==> src/design/mts_pkg.sv <==
// Package for the mixing tank step block: register map, reset values and the
// request/response types shared by the sequencer and the iterative divider.
// No dependencies.
`default_nettype none

package mts_pkg;

    localparam int unsigned ADDR_W = 3;

    // Register index as decoded from paddr[2].
    localparam logic REG_MAX_VOLUME = 1'b0;
    localparam logic REG_TIME_STEP  = 1'b1;

    localparam logic [31:0] MAX_VOLUME_RESET = 32'd6553600;  // 100.0 in Q16.16
    localparam logic [31:0] TIME_STEP_RESET  = 32'd65536;    // 1.0 in Q16.16
    localparam logic [31:0] SIGN_OFFSET      = 32'h8000_0000;
    localparam int unsigned FRAC_BITS        = 16;

    // One quotient bit per cycle; the quotient always fits in 32 bits.
    localparam int unsigned DIV_STEPS = 32;
    localparam int unsigned DIV_CNT_W = $clog2(DIV_STEPS);

    typedef struct packed {
        logic        start;
        logic [63:0] dividend;
        logic [31:0] divisor;
    } div_req_t;

    typedef struct packed {
        logic        done;
        logic [31:0] quotient;
    } div_rsp_t;

endpackage

`default_nettype wire

==> src/design/mts_if.sv <==
// Channel interfaces for the mixing tank step block: one for the input
// transactions and one for the result transactions. No dependencies.
`default_nettype none

interface mts_in_if;
    logic               valid;
    logic               ready;
    logic signed [31:0] inflow_rate;
    logic signed [31:0] inflow_temperature;
    logic        [31:0] inflow_conc_a;
    logic        [31:0] inflow_conc_b;

    modport source (output valid, inflow_rate, inflow_temperature, inflow_conc_a,
                    inflow_conc_b, input ready);
    modport sink (input valid, inflow_rate, inflow_temperature, inflow_conc_a,
                  inflow_conc_b, output ready);
endinterface

interface mts_out_if;
    logic               valid;
    logic               ready;
    logic        [31:0] tank_volume;
    logic signed [31:0] tank_temperature;
    logic        [31:0] tank_conc_a;
    logic        [31:0] tank_conc_b;
    logic               overflow;

    modport source (output valid, tank_volume, tank_temperature, tank_conc_a,
                    tank_conc_b, overflow, input ready);
    modport sink (input valid, tank_volume, tank_temperature, tank_conc_a,
                  tank_conc_b, overflow, output ready);
endinterface

`default_nettype wire

==> src/design/mts_div.sv <==
// Iterative restoring divider, one quotient bit per cycle, for 64 by 32 bit
// divisions whose quotient is known to fit in 32 bits. Depends on mts_pkg.
`default_nettype none

module mts_div
    import mts_pkg::*;
(
    input  wire logic     clk,
    input  wire logic     rst_n,
    input  wire div_req_t req,
    output div_rsp_t      rsp
);

    logic [31:0]          rem_reg;
    logic [31:0]          low_reg;   // dividend low bits, then quotient bits
    logic [31:0]          den_reg;
    logic [DIV_CNT_W-1:0] cnt_reg;
    logic                 busy_reg;
    logic                 done_reg;

    logic [32:0] trial;
    logic [32:0] diff;
    logic        q_bit;

    assign trial = {rem_reg, low_reg[31]};
    assign diff  = trial - {1'b0, den_reg};
    assign q_bit = (trial >= {1'b0, den_reg});

    always_ff @(posedge clk or negedge rst_n)
    begin
        if (!rst_n)
        begin
            busy_reg <= 1'b0;
            done_reg <= 1'b0;
            cnt_reg  <= '0;
            rem_reg  <= '0;
            low_reg  <= '0;
            den_reg  <= '0;
        end
        else
        begin
            done_reg <= 1'b0;
            if (req.start)
            begin
                // The high half is below the divisor, so it is a valid remainder.
                rem_reg  <= req.dividend[63:32];
                low_reg  <= req.dividend[31:0];
                den_reg  <= req.divisor;
                cnt_reg  <= DIV_CNT_W'(DIV_STEPS - 1);
                busy_reg <= 1'b1;
            end
            else if (busy_reg)
            begin
                rem_reg <= q_bit ? diff[31:0] : trial[31:0];
                low_reg <= {low_reg[30:0], q_bit};
                cnt_reg <= cnt_reg - 1'b1;
                if (cnt_reg == '0)
                begin
                    busy_reg <= 1'b0;
                    done_reg <= 1'b1;
                end
            end
        end
    end

    assign rsp.done     = done_reg;
    assign rsp.quotient = low_reg;

    a_start_idle: assert property (@(posedge clk) disable iff (!rst_n)
        req.start |-> !busy_reg)
        else $error("divider started while busy");

    a_start_busy: assert property (@(posedge clk) disable iff (!rst_n)
        req.start |=> busy_reg)
        else $error("divider did not go busy after start");

    a_done_free: assert property (@(posedge clk) disable iff (!rst_n)
        done_reg |-> !busy_reg && !$past(done_reg))
        else $error("divider done overlaps a running division");

endmodule

`default_nettype wire

==> src/design/mixing_tank_step.sv <==
// Mixing tank step: one time step of a perfectly mixed tank in Q16.16.
// Depends on mts_pkg, mts_in_if, mts_out_if and mts_div.
//
// Each input transaction on step_in carries an inflow rate, temperature and two
// solute concentrations. A positive rate times time_step gives the incoming volume;
// temperature and both concentrations become volume-weighted averages and the
// volume grows, saturating at all ones. Every input gives one result transaction on
// step_out with the new tank state and an overflow flag (volume above max_volume).
// The two registers are written over the APB port at byte addresses 0 and 4.
//
// When the tank is updated, the sequencer works through the three weighted averages,
// each of which takes two passes through the one shared 32x32 multiplier and one
// run of the bit-serial divider; a step that changes nothing skips them.
// step_in.ready is high only while the sequencer is idle, so a new input is taken
// only once the sequencer is through with the last one.
// The result sits in an output register; the next input is taken while it waits,
// and the sequencer holds its finished result until step_out is free.
// Reset clears the tank state to zero and loads max_volume = 100.0, time_step = 1.0.
`default_nettype none

module mixing_tank_step
    import mts_pkg::*;
(
    input  wire logic              clk,
    input  wire logic              rst_n,
    input  wire logic              psel,
    input  wire logic              penable,
    input  wire logic              pwrite,
    input  wire logic [ADDR_W-1:0] paddr,
    input  wire logic [31:0]       pwdata,
    output logic      [31:0]       prdata,
    output logic                   pready,
    mts_in_if.sink                 step_in,
    mts_out_if.source              step_out
);

    typedef enum logic [2:0] {
        ST_IDLE,
        ST_MUL_INC,
        ST_CHECK,
        ST_MUL_OLD,
        ST_MUL_IN,
        ST_DIV_START,
        ST_DIV_WAIT,
        ST_FINISH
    } state_t;

    typedef enum logic [1:0] {
        MIX_TEMP,
        MIX_A,
        MIX_B
    } mix_t;

    state_t      state_reg;
    mix_t        mix_reg;

    logic [31:0] max_volume_reg;
    logic [31:0] time_step_reg;

    logic [31:0] volume_reg;
    logic [31:0] temperature_reg;
    logic [31:0] conc_a_reg;
    logic [31:0] conc_b_reg;

    logic [31:0] rate_reg;
    logic [31:0] in_temp_reg;
    logic [31:0] in_a_reg;
    logic [31:0] in_b_reg;

    logic [31:0] w_tank_reg;
    logic [31:0] w_in_reg;
    logic [63:0] prod_reg;
    logic [63:0] acc_reg;

    logic        out_valid_reg;
    logic [31:0] out_volume_reg;
    logic [31:0] out_temp_reg;
    logic [31:0] out_a_reg;
    logic [31:0] out_b_reg;
    logic        out_overflow_reg;

    logic [31:0] mul_x;
    logic [31:0] mul_y;
    logic [63:0] product;
    logic [31:0] inc;
    logic [32:0] sum;
    logic        rate_pos;
    logic [31:0] old_val;
    logic [31:0] in_val;
    logic        cfg_write;
    logic        out_free;

    div_req_t    div_req;
    div_rsp_t    div_rsp;

    // Configuration port.
    assign pready    = 1'b1;
    assign cfg_write = psel && penable && pwrite;

    always_comb
    begin
        case (paddr[2])
            REG_MAX_VOLUME: prdata = max_volume_reg;
            REG_TIME_STEP:  prdata = time_step_reg;
            default:        prdata = max_volume_reg;
        endcase
    end

    // Operand selection for the averaged quantity; temperature is offset so the
    // unsigned floor division rounds toward minus infinity.
    always_comb
    begin
        case (mix_reg)
            MIX_TEMP:
            begin
                old_val = temperature_reg ^ SIGN_OFFSET;
                in_val  = in_temp_reg ^ SIGN_OFFSET;
            end
            MIX_A:
            begin
                old_val = conc_a_reg;
                in_val  = in_a_reg;
            end
            MIX_B:
            begin
                old_val = conc_b_reg;
                in_val  = in_b_reg;
            end
            default:
            begin
                old_val = conc_b_reg;
                in_val  = in_b_reg;
            end
        endcase
    end

    // The shared multiplier.
    always_comb
    begin
        case (state_reg)
            ST_MUL_INC:
            begin
                mul_x = rate_reg;
                mul_y = time_step_reg;
            end
            ST_MUL_OLD:
            begin
                mul_x = old_val;
                mul_y = w_tank_reg;
            end
            default:
            begin
                mul_x = in_val;
                mul_y = w_in_reg;
            end
        endcase
    end

    assign product  = {32'd0, mul_x} * {32'd0, mul_y};
    assign inc      = (prod_reg[63:48] != '0) ? 32'hFFFF_FFFF : prod_reg[47:FRAC_BITS];
    assign sum      = {1'b0, volume_reg} + {1'b0, inc};
    assign rate_pos = !rate_reg[31] && (rate_reg != '0);

    assign div_req.start    = (state_reg == ST_DIV_START);
    assign div_req.dividend = acc_reg + prod_reg;
    assign div_req.divisor  = w_tank_reg + w_in_reg;

    mts_div u_div (
        .clk   (clk),
        .rst_n (rst_n),
        .req   (div_req),
        .rsp   (div_rsp)
    );

    assign out_free = !out_valid_reg || step_out.ready;

    always_ff @(posedge clk or negedge rst_n)
    begin
        if (!rst_n)
        begin
            state_reg        <= ST_IDLE;
            mix_reg          <= MIX_TEMP;
            max_volume_reg   <= MAX_VOLUME_RESET;
            time_step_reg    <= TIME_STEP_RESET;
            volume_reg       <= '0;
            temperature_reg  <= '0;
            conc_a_reg       <= '0;
            conc_b_reg       <= '0;
            rate_reg         <= '0;
            in_temp_reg      <= '0;
            in_a_reg         <= '0;
            in_b_reg         <= '0;
            w_tank_reg       <= '0;
            w_in_reg         <= '0;
            prod_reg         <= '0;
            acc_reg          <= '0;
            out_valid_reg    <= 1'b0;
            out_volume_reg   <= '0;
            out_temp_reg     <= '0;
            out_a_reg        <= '0;
            out_b_reg        <= '0;
            out_overflow_reg <= 1'b0;
        end
        else
        begin
            if (cfg_write)
            begin
                case (paddr[2])
                    REG_MAX_VOLUME: max_volume_reg <= pwdata;
                    REG_TIME_STEP:  time_step_reg  <= pwdata;
                    default:        max_volume_reg <= pwdata;
                endcase
            end

            // A new result takes the output register as the old one leaves it.
            if ((state_reg == ST_FINISH) && out_free)
            begin
                out_valid_reg <= 1'b1;
            end
            else if (step_out.ready)
            begin
                out_valid_reg <= 1'b0;
            end

            case (state_reg)
                ST_IDLE:
                begin
                    if (step_in.valid)
                    begin
                        rate_reg    <= step_in.inflow_rate;
                        in_temp_reg <= step_in.inflow_temperature;
                        in_a_reg    <= step_in.inflow_conc_a;
                        in_b_reg    <= step_in.inflow_conc_b;
                        state_reg   <= ST_MUL_INC;
                    end
                end
                ST_MUL_INC:
                begin
                    prod_reg  <= product;
                    state_reg <= ST_CHECK;
                end
                ST_CHECK:
                begin
                    if (rate_pos && (inc != '0))
                    begin
                        // Halve both weights when their sum would not fit.
                        w_tank_reg <= sum[32] ? {1'b0, volume_reg[31:1]} : volume_reg;
                        w_in_reg   <= sum[32] ? {1'b0, inc[31:1]} : inc;
                        volume_reg <= sum[32] ? 32'hFFFF_FFFF : sum[31:0];
                        mix_reg    <= MIX_TEMP;
                        state_reg  <= ST_MUL_OLD;
                    end
                    else
                    begin
                        state_reg <= ST_FINISH;
                    end
                end
                ST_MUL_OLD:
                begin
                    acc_reg   <= product;
                    state_reg <= ST_MUL_IN;
                end
                ST_MUL_IN:
                begin
                    prod_reg  <= product;
                    state_reg <= ST_DIV_START;
                end
                ST_DIV_START:
                begin
                    state_reg <= ST_DIV_WAIT;
                end
                ST_DIV_WAIT:
                begin
                    if (div_rsp.done)
                    begin
                        case (mix_reg)
                            MIX_TEMP:
                            begin
                                temperature_reg <= div_rsp.quotient ^ SIGN_OFFSET;
                                mix_reg         <= MIX_A;
                                state_reg       <= ST_MUL_OLD;
                            end
                            MIX_A:
                            begin
                                conc_a_reg <= div_rsp.quotient;
                                mix_reg    <= MIX_B;
                                state_reg  <= ST_MUL_OLD;
                            end
                            default:
                            begin
                                conc_b_reg <= div_rsp.quotient;
                                state_reg  <= ST_FINISH;
                            end
                        endcase
                    end
                end
                ST_FINISH:
                begin
                    if (out_free)
                    begin
                        out_volume_reg   <= volume_reg;
                        out_temp_reg     <= temperature_reg;
                        out_a_reg        <= conc_a_reg;
                        out_b_reg        <= conc_b_reg;
                        out_overflow_reg <= (volume_reg > max_volume_reg);
                        state_reg        <= ST_IDLE;
                    end
                end
                default:
                begin
                    state_reg <= ST_IDLE;
                end
            endcase
        end
    end

    assign step_in.ready             = (state_reg == ST_IDLE);
    assign step_out.valid            = out_valid_reg;
    assign step_out.tank_volume      = out_volume_reg;
    assign step_out.tank_temperature = out_temp_reg;
    assign step_out.tank_conc_a      = out_a_reg;
    assign step_out.tank_conc_b      = out_b_reg;
    assign step_out.overflow         = out_overflow_reg;

    a_result_from_finish: assert property (@(posedge clk) disable iff (!rst_n)
        $rose(out_valid_reg) |-> $past(state_reg == ST_FINISH))
        else $error("result transaction raised outside the finish step");

    a_done_only_waiting: assert property (@(posedge clk) disable iff (!rst_n)
        div_rsp.done |-> state_reg == ST_DIV_WAIT)
        else $error("division finished while the sequencer was not waiting");

    a_result_held: assert property (@(posedge clk) disable iff (!rst_n)
        out_valid_reg && !step_out.ready |=>
            out_valid_reg && $stable(out_volume_reg) && $stable(out_overflow_reg))
        else $error("stalled result transaction changed before it was taken");

endmodule

`default_nettype wire

==> src/flat_wrapper.sv <==
// flat-port wrapper written by rule: the top's interface ports become plain ports
module mixing_tank_step_flat import mts_pkg::*;
  (clk, rst_n, psel, penable, pwrite, paddr, pwdata, prdata, pready, step_in_valid, step_in_inflow_rate, step_in_inflow_temperature, step_in_inflow_conc_a, step_in_inflow_conc_b, step_in_ready, step_out_valid, step_out_tank_volume, step_out_tank_temperature, step_out_tank_conc_a, step_out_tank_conc_b, step_out_overflow, step_out_ready);
  mts_in_if step_in_i ();
  mts_out_if step_out_i ();
  input  wire logic clk;
  input  wire logic rst_n;
  input  wire logic psel;
  input  wire logic penable;
  input  wire logic pwrite;
  input  wire logic [ADDR_W-1:0] paddr;
  input  wire logic [31:0] pwdata;
  output logic      [31:0] prdata;
  output logic pready;
  input wire logic [$bits(step_in_i.valid)-1:0] step_in_valid;
  input wire logic [$bits(step_in_i.inflow_rate)-1:0] step_in_inflow_rate;
  input wire logic [$bits(step_in_i.inflow_temperature)-1:0] step_in_inflow_temperature;
  input wire logic [$bits(step_in_i.inflow_conc_a)-1:0] step_in_inflow_conc_a;
  input wire logic [$bits(step_in_i.inflow_conc_b)-1:0] step_in_inflow_conc_b;
  output wire logic [$bits(step_in_i.ready)-1:0] step_in_ready;
  output wire logic [$bits(step_out_i.valid)-1:0] step_out_valid;
  output wire logic [$bits(step_out_i.tank_volume)-1:0] step_out_tank_volume;
  output wire logic [$bits(step_out_i.tank_temperature)-1:0] step_out_tank_temperature;
  output wire logic [$bits(step_out_i.tank_conc_a)-1:0] step_out_tank_conc_a;
  output wire logic [$bits(step_out_i.tank_conc_b)-1:0] step_out_tank_conc_b;
  output wire logic [$bits(step_out_i.overflow)-1:0] step_out_overflow;
  input wire logic [$bits(step_out_i.ready)-1:0] step_out_ready;
  assign step_in_i.valid = step_in_valid;
  assign step_in_i.inflow_rate = step_in_inflow_rate;
  assign step_in_i.inflow_temperature = step_in_inflow_temperature;
  assign step_in_i.inflow_conc_a = step_in_inflow_conc_a;
  assign step_in_i.inflow_conc_b = step_in_inflow_conc_b;
  assign step_in_ready = step_in_i.ready;
  assign step_out_valid = step_out_i.valid;
  assign step_out_tank_volume = step_out_i.tank_volume;
  assign step_out_tank_temperature = step_out_i.tank_temperature;
  assign step_out_tank_conc_a = step_out_i.tank_conc_a;
  assign step_out_tank_conc_b = step_out_i.tank_conc_b;
  assign step_out_overflow = step_out_i.overflow;
  assign step_out_i.ready = step_out_ready;
  mixing_tank_step u_core (.clk(clk), .rst_n(rst_n), .psel(psel), .penable(penable), .pwrite(pwrite), .paddr(paddr), .pwdata(pwdata), .prdata(prdata), .pready(pready), .step_in(step_in_i), .step_out(step_out_i));
endmodule
==> config.mk <==
export PLATFORM = sky130hd
export DESIGN_NAME = mixing_tank_step_flat
export DESIGN_NICKNAME = d
export VERILOG_FILES = /design/src/design/mts_pkg.sv /design/src/design/mts_if.sv /design/src/design/mts_div.sv /design/src/design/mixing_tank_step.sv /design/src/flat_wrapper.sv
export SDC_FILE = /design/constraint.sdc
export NUM_CORES = 2
export LEC_CHECK = 0
export BUFFER_PORTS_ARGS = -buffer_cell sky130_fd_sc_hd__buf_4
export CELL_PAD_IN_SITES_DETAIL_PLACEMENT = 0
export CELL_PAD_IN_SITES_GLOBAL_PLACEMENT = 1
export CORE_ASPECT_RATIO = 1.25
export CORE_MARGIN = 2
export CORE_UTILIZATION = 45
export CTS_CLUSTER_DIAMETER = 40
export CTS_CLUSTER_SIZE = 24
export DETAILED_ROUTE_END_ITERATION = 6
export PLACE_DENSITY = 0.9
export SLEW_MARGIN = 40
export SYNTH_ARGS = -nofsm -noshare
export SYNTH_HDL_FRONTEND = slang
export SYNTH_SLANG_ARGS = --single-unit
==> constraint.sdc <==
create_clock -name clk -period 8.4 [get_ports clk]
set_input_delay 0.84 -clock clk [delete_from_list [all_inputs] [get_ports clk]]
set_output_delay 0.84 -clock clk [all_outputs]
set_load 0.01 [all_outputs]
==> results by group <==
Outcome
  – Status: finished with violations
  – Failing checks: DRC, setup timing

Placed design
  – Placed instance area: 85800 sq um
  – Hpwl dp: 233000 um
  – Port Buffer Count: 330
  – DP Worst Slack: -985 ps
  – GP Congestion: 1.04

Critical path
  – Crit-path most repeated cell: fa_1
  – Startpoint Class: flip-flop
  – Element type at the critical path end: flip-flop
  – Crit path DAT: 9520 ps
  – CP max FO: 8
  – CP max-delay cell: fa_1
  – CP peak stage delay: 610 ps
  – WS Path Type: flip-flop to flip-flop
  – CP Data Required Time: 8960 ps

Die
  – Core ar.: 162000 sq um
  – Die area: 167000 sq um
  – Starting Density: 45.4%
  – IO Pins: 334
  – Die height: 456 um
  – Site Rows: 165
  – Die Wd: 366 um

Detailed routing
  – DRT antenna net count: 0
  – DR WL/cell: 25.8 um
  – Initial DRC Count: 5289
  – Total wire length: 289000 um
  – Router iterations before antenna repair: 7
  – Via density per instance: 5.74
  – # DRC: 7
  – DR vias: 64.4k

Finish
  – Most common cell after layout, fill and taps aside: buf_4
  – Area grow syn2layout: 26.8%
  – Fill cells: 13.7k
  – Final Core Density: 57.6%
  – Final Cell Area: 93300 sq um
  – Fin nets: 10.5k
  – Layout cells sized above 1: 27.2%
  – Commonest non-fill, non-tap cells in the layout: buf_4, nand2_1, inv_1

Synth
  – Synth Flop Type: dfrtp_1
  – EDFF count, synth: 0
  – Post-Syn Nets: 9475
  – Synth top area share: 25.4%
  – Count of different cell masters after synthesis: 86
  – Post-Synthesis Cell Area: 73600 sq um
  – Avg Cell Area, Syn: 9.26 sq um
  – Seq cells post-synth: 750
  – FFs w/ async S/R, synth: 100%
  – Yosys warnings: 0
  – Sequential fraction of the synthesis area: 25.5%
  – Dominant cells by area after synthesis: dfrtp_1, fa_1, ha_1, mux2_2, nand2_1
  – Largest area contributor in the netlist: dfrtp_1
  – Post-synthesis instance total: 7946

Clock network
  – Clock sinks: 750
  – CTS tree: done
  – Max Root-Sink Buffers: 3
  – Num CTS Buffers: 89
  – Clk slew on worst S/H paths: 70 ps
  – CTS H-tree depth: 3
  – Skew-Pair Late Insertion Delay: 720 ps
  – Root Driver: clkbuf_16

Global routing
  – M1 GR Usage: 40.2%
  – Met2 Usage GRT: 56.4%
  – Vias in the first global route: 66.9k
  – Grt peak-use layer: met2
  – Largest net degree at the start of global routing: 153
  – Global Route met3 Usage: 5.49%
  – GRT Residual Overflow: 0
  – First-pass GRT wire length: 427000 um
  – Gr usage total: 34.3%
  – Initial antenna violation count: 20

STA
  – Slew @ Worst Pin: 826 ps
  – Final setup violation count: 83
  – Final worst slack: -556 ps
  – Highest clock rate: 112 MHz
  – Rel. slew slack: 44.9%
  – Final period util: 107%
  – Clock period minus worst slack: 8960 ps
  – Slew Viols, Final: 0
  – Hold Vio Cnt, Final: 0
  – Clk_skew: 55.2 ps
  – Worst hold margin: 349 ps
  – RSZ-0062 raised after global routing: true

Job
  – Max-cap viol count: 0

Hold path
  – Hold Crit Class: primary input to flip-flop
==> final timing paths <==
check,endpoint,from,slack [ps],depth (start not counted)
hold / removal,u_core.in_a_reg[14],step_in_inflow_conc_a[14],350,2
min in group asynchronous,u_core.u_div.low_reg[29],rst_n,570,2
setup / recovery,u_core.acc_reg[51],u_core.state_reg[1],-560,39
max in group asynchronous,u_core.w_in_reg[27],rst_n,6190,5
setup reg to reg,u_core.acc_reg[51],u_core.state_reg[1],-560,39
hold reg to reg,u_core.acc_reg[49],u_core.acc_reg[49],480,2
==> timing repair <==
action	4_1_cts	5_1_grt
buffers inserted	97	48
hold buffers	0	1
hold endpoints to repair	0	26
pin swaps	158	157
resized for setup	457	250
endpoints found under the setup margin	88	92
gates cloned	8	4
==> worst max-delay path: cells and delay by family, from the launching register on <==
kind	cells	cell delay [ps]
adder cells (fa/ha/maj)	10	4600
flip-flops	1	400
buffers and inverters	17	2080
XOR/XNOR	1	170
AO/OA/AOI/OAI	8	1280
AND/OR/NAND/NOR	3	230
==> layout make-up <==
cell class / instances / area, sq um / area share [%]
inverter: 972 / 3650 / 3.91
tap: 2171 / 2720 / 2.91
clock inverter: 69 / 897 / 0.961
clock buffer: 96 / 2330 / 2.49
sequential: 750 / 18800 / 20.1
timing repair buffer: 1376 / 12900 / 13.9
multi-input combinational: 5770 / 52000 / 55.7
antenna: 15 / 37.5 / 0.0402
==> cells by family after synthesis <==
kind of cell    synth area share (%)
xor+xnor                        2.37
flops                           25.5
mux                             7.85
buf+inv                         7.32
fa+ha+maj                       32.3
simple gates                    13.5
compound gates                  11.2
other cells                  0.00509
==> per-layer routing <==
metal / vias to the layer above / part of all wire, %
met5: - / 0.024
met3: 958 / 6.8
met4: 10 / 9.4
li1: 28000 / -
met2: 2906 / 48
met1: 32600 / 36
==> cell usage after synthesis (all sizes together) (30+ instances only) <==
library cell / instances
a31oi: 62
fa: 900
o21ai: 488
nand2b: 40
nand3: 83
nand4: 63
nor3: 43
nor2: 817
dfrtp: 746
a21oi: 344
and2: 44
nand2: 1053
nor2b: 30
clkbuf: 397
and3: 56
o21bai: 32
mux2: 419
a21o: 124
mux2i: 106
a211oi: 43
inv: 972
a221o: 32
xnor2: 124
ha: 459
buf: 57
xor2: 75
or2: 45
==> stage by stage <==
step / instances / TNS [ps]
after floorplan: 7946 / 0
after global placement: 10900 / -37600
after detailed placement: 10900 / -40150
after CTS: 11200 / -19610
after global routing: 11200 / -38590
final: 11200 / -23750
Power is left out: the tool's default activity adds up to more than one toggle a clock period on the data nets, which glitch-free logic cannot reach.
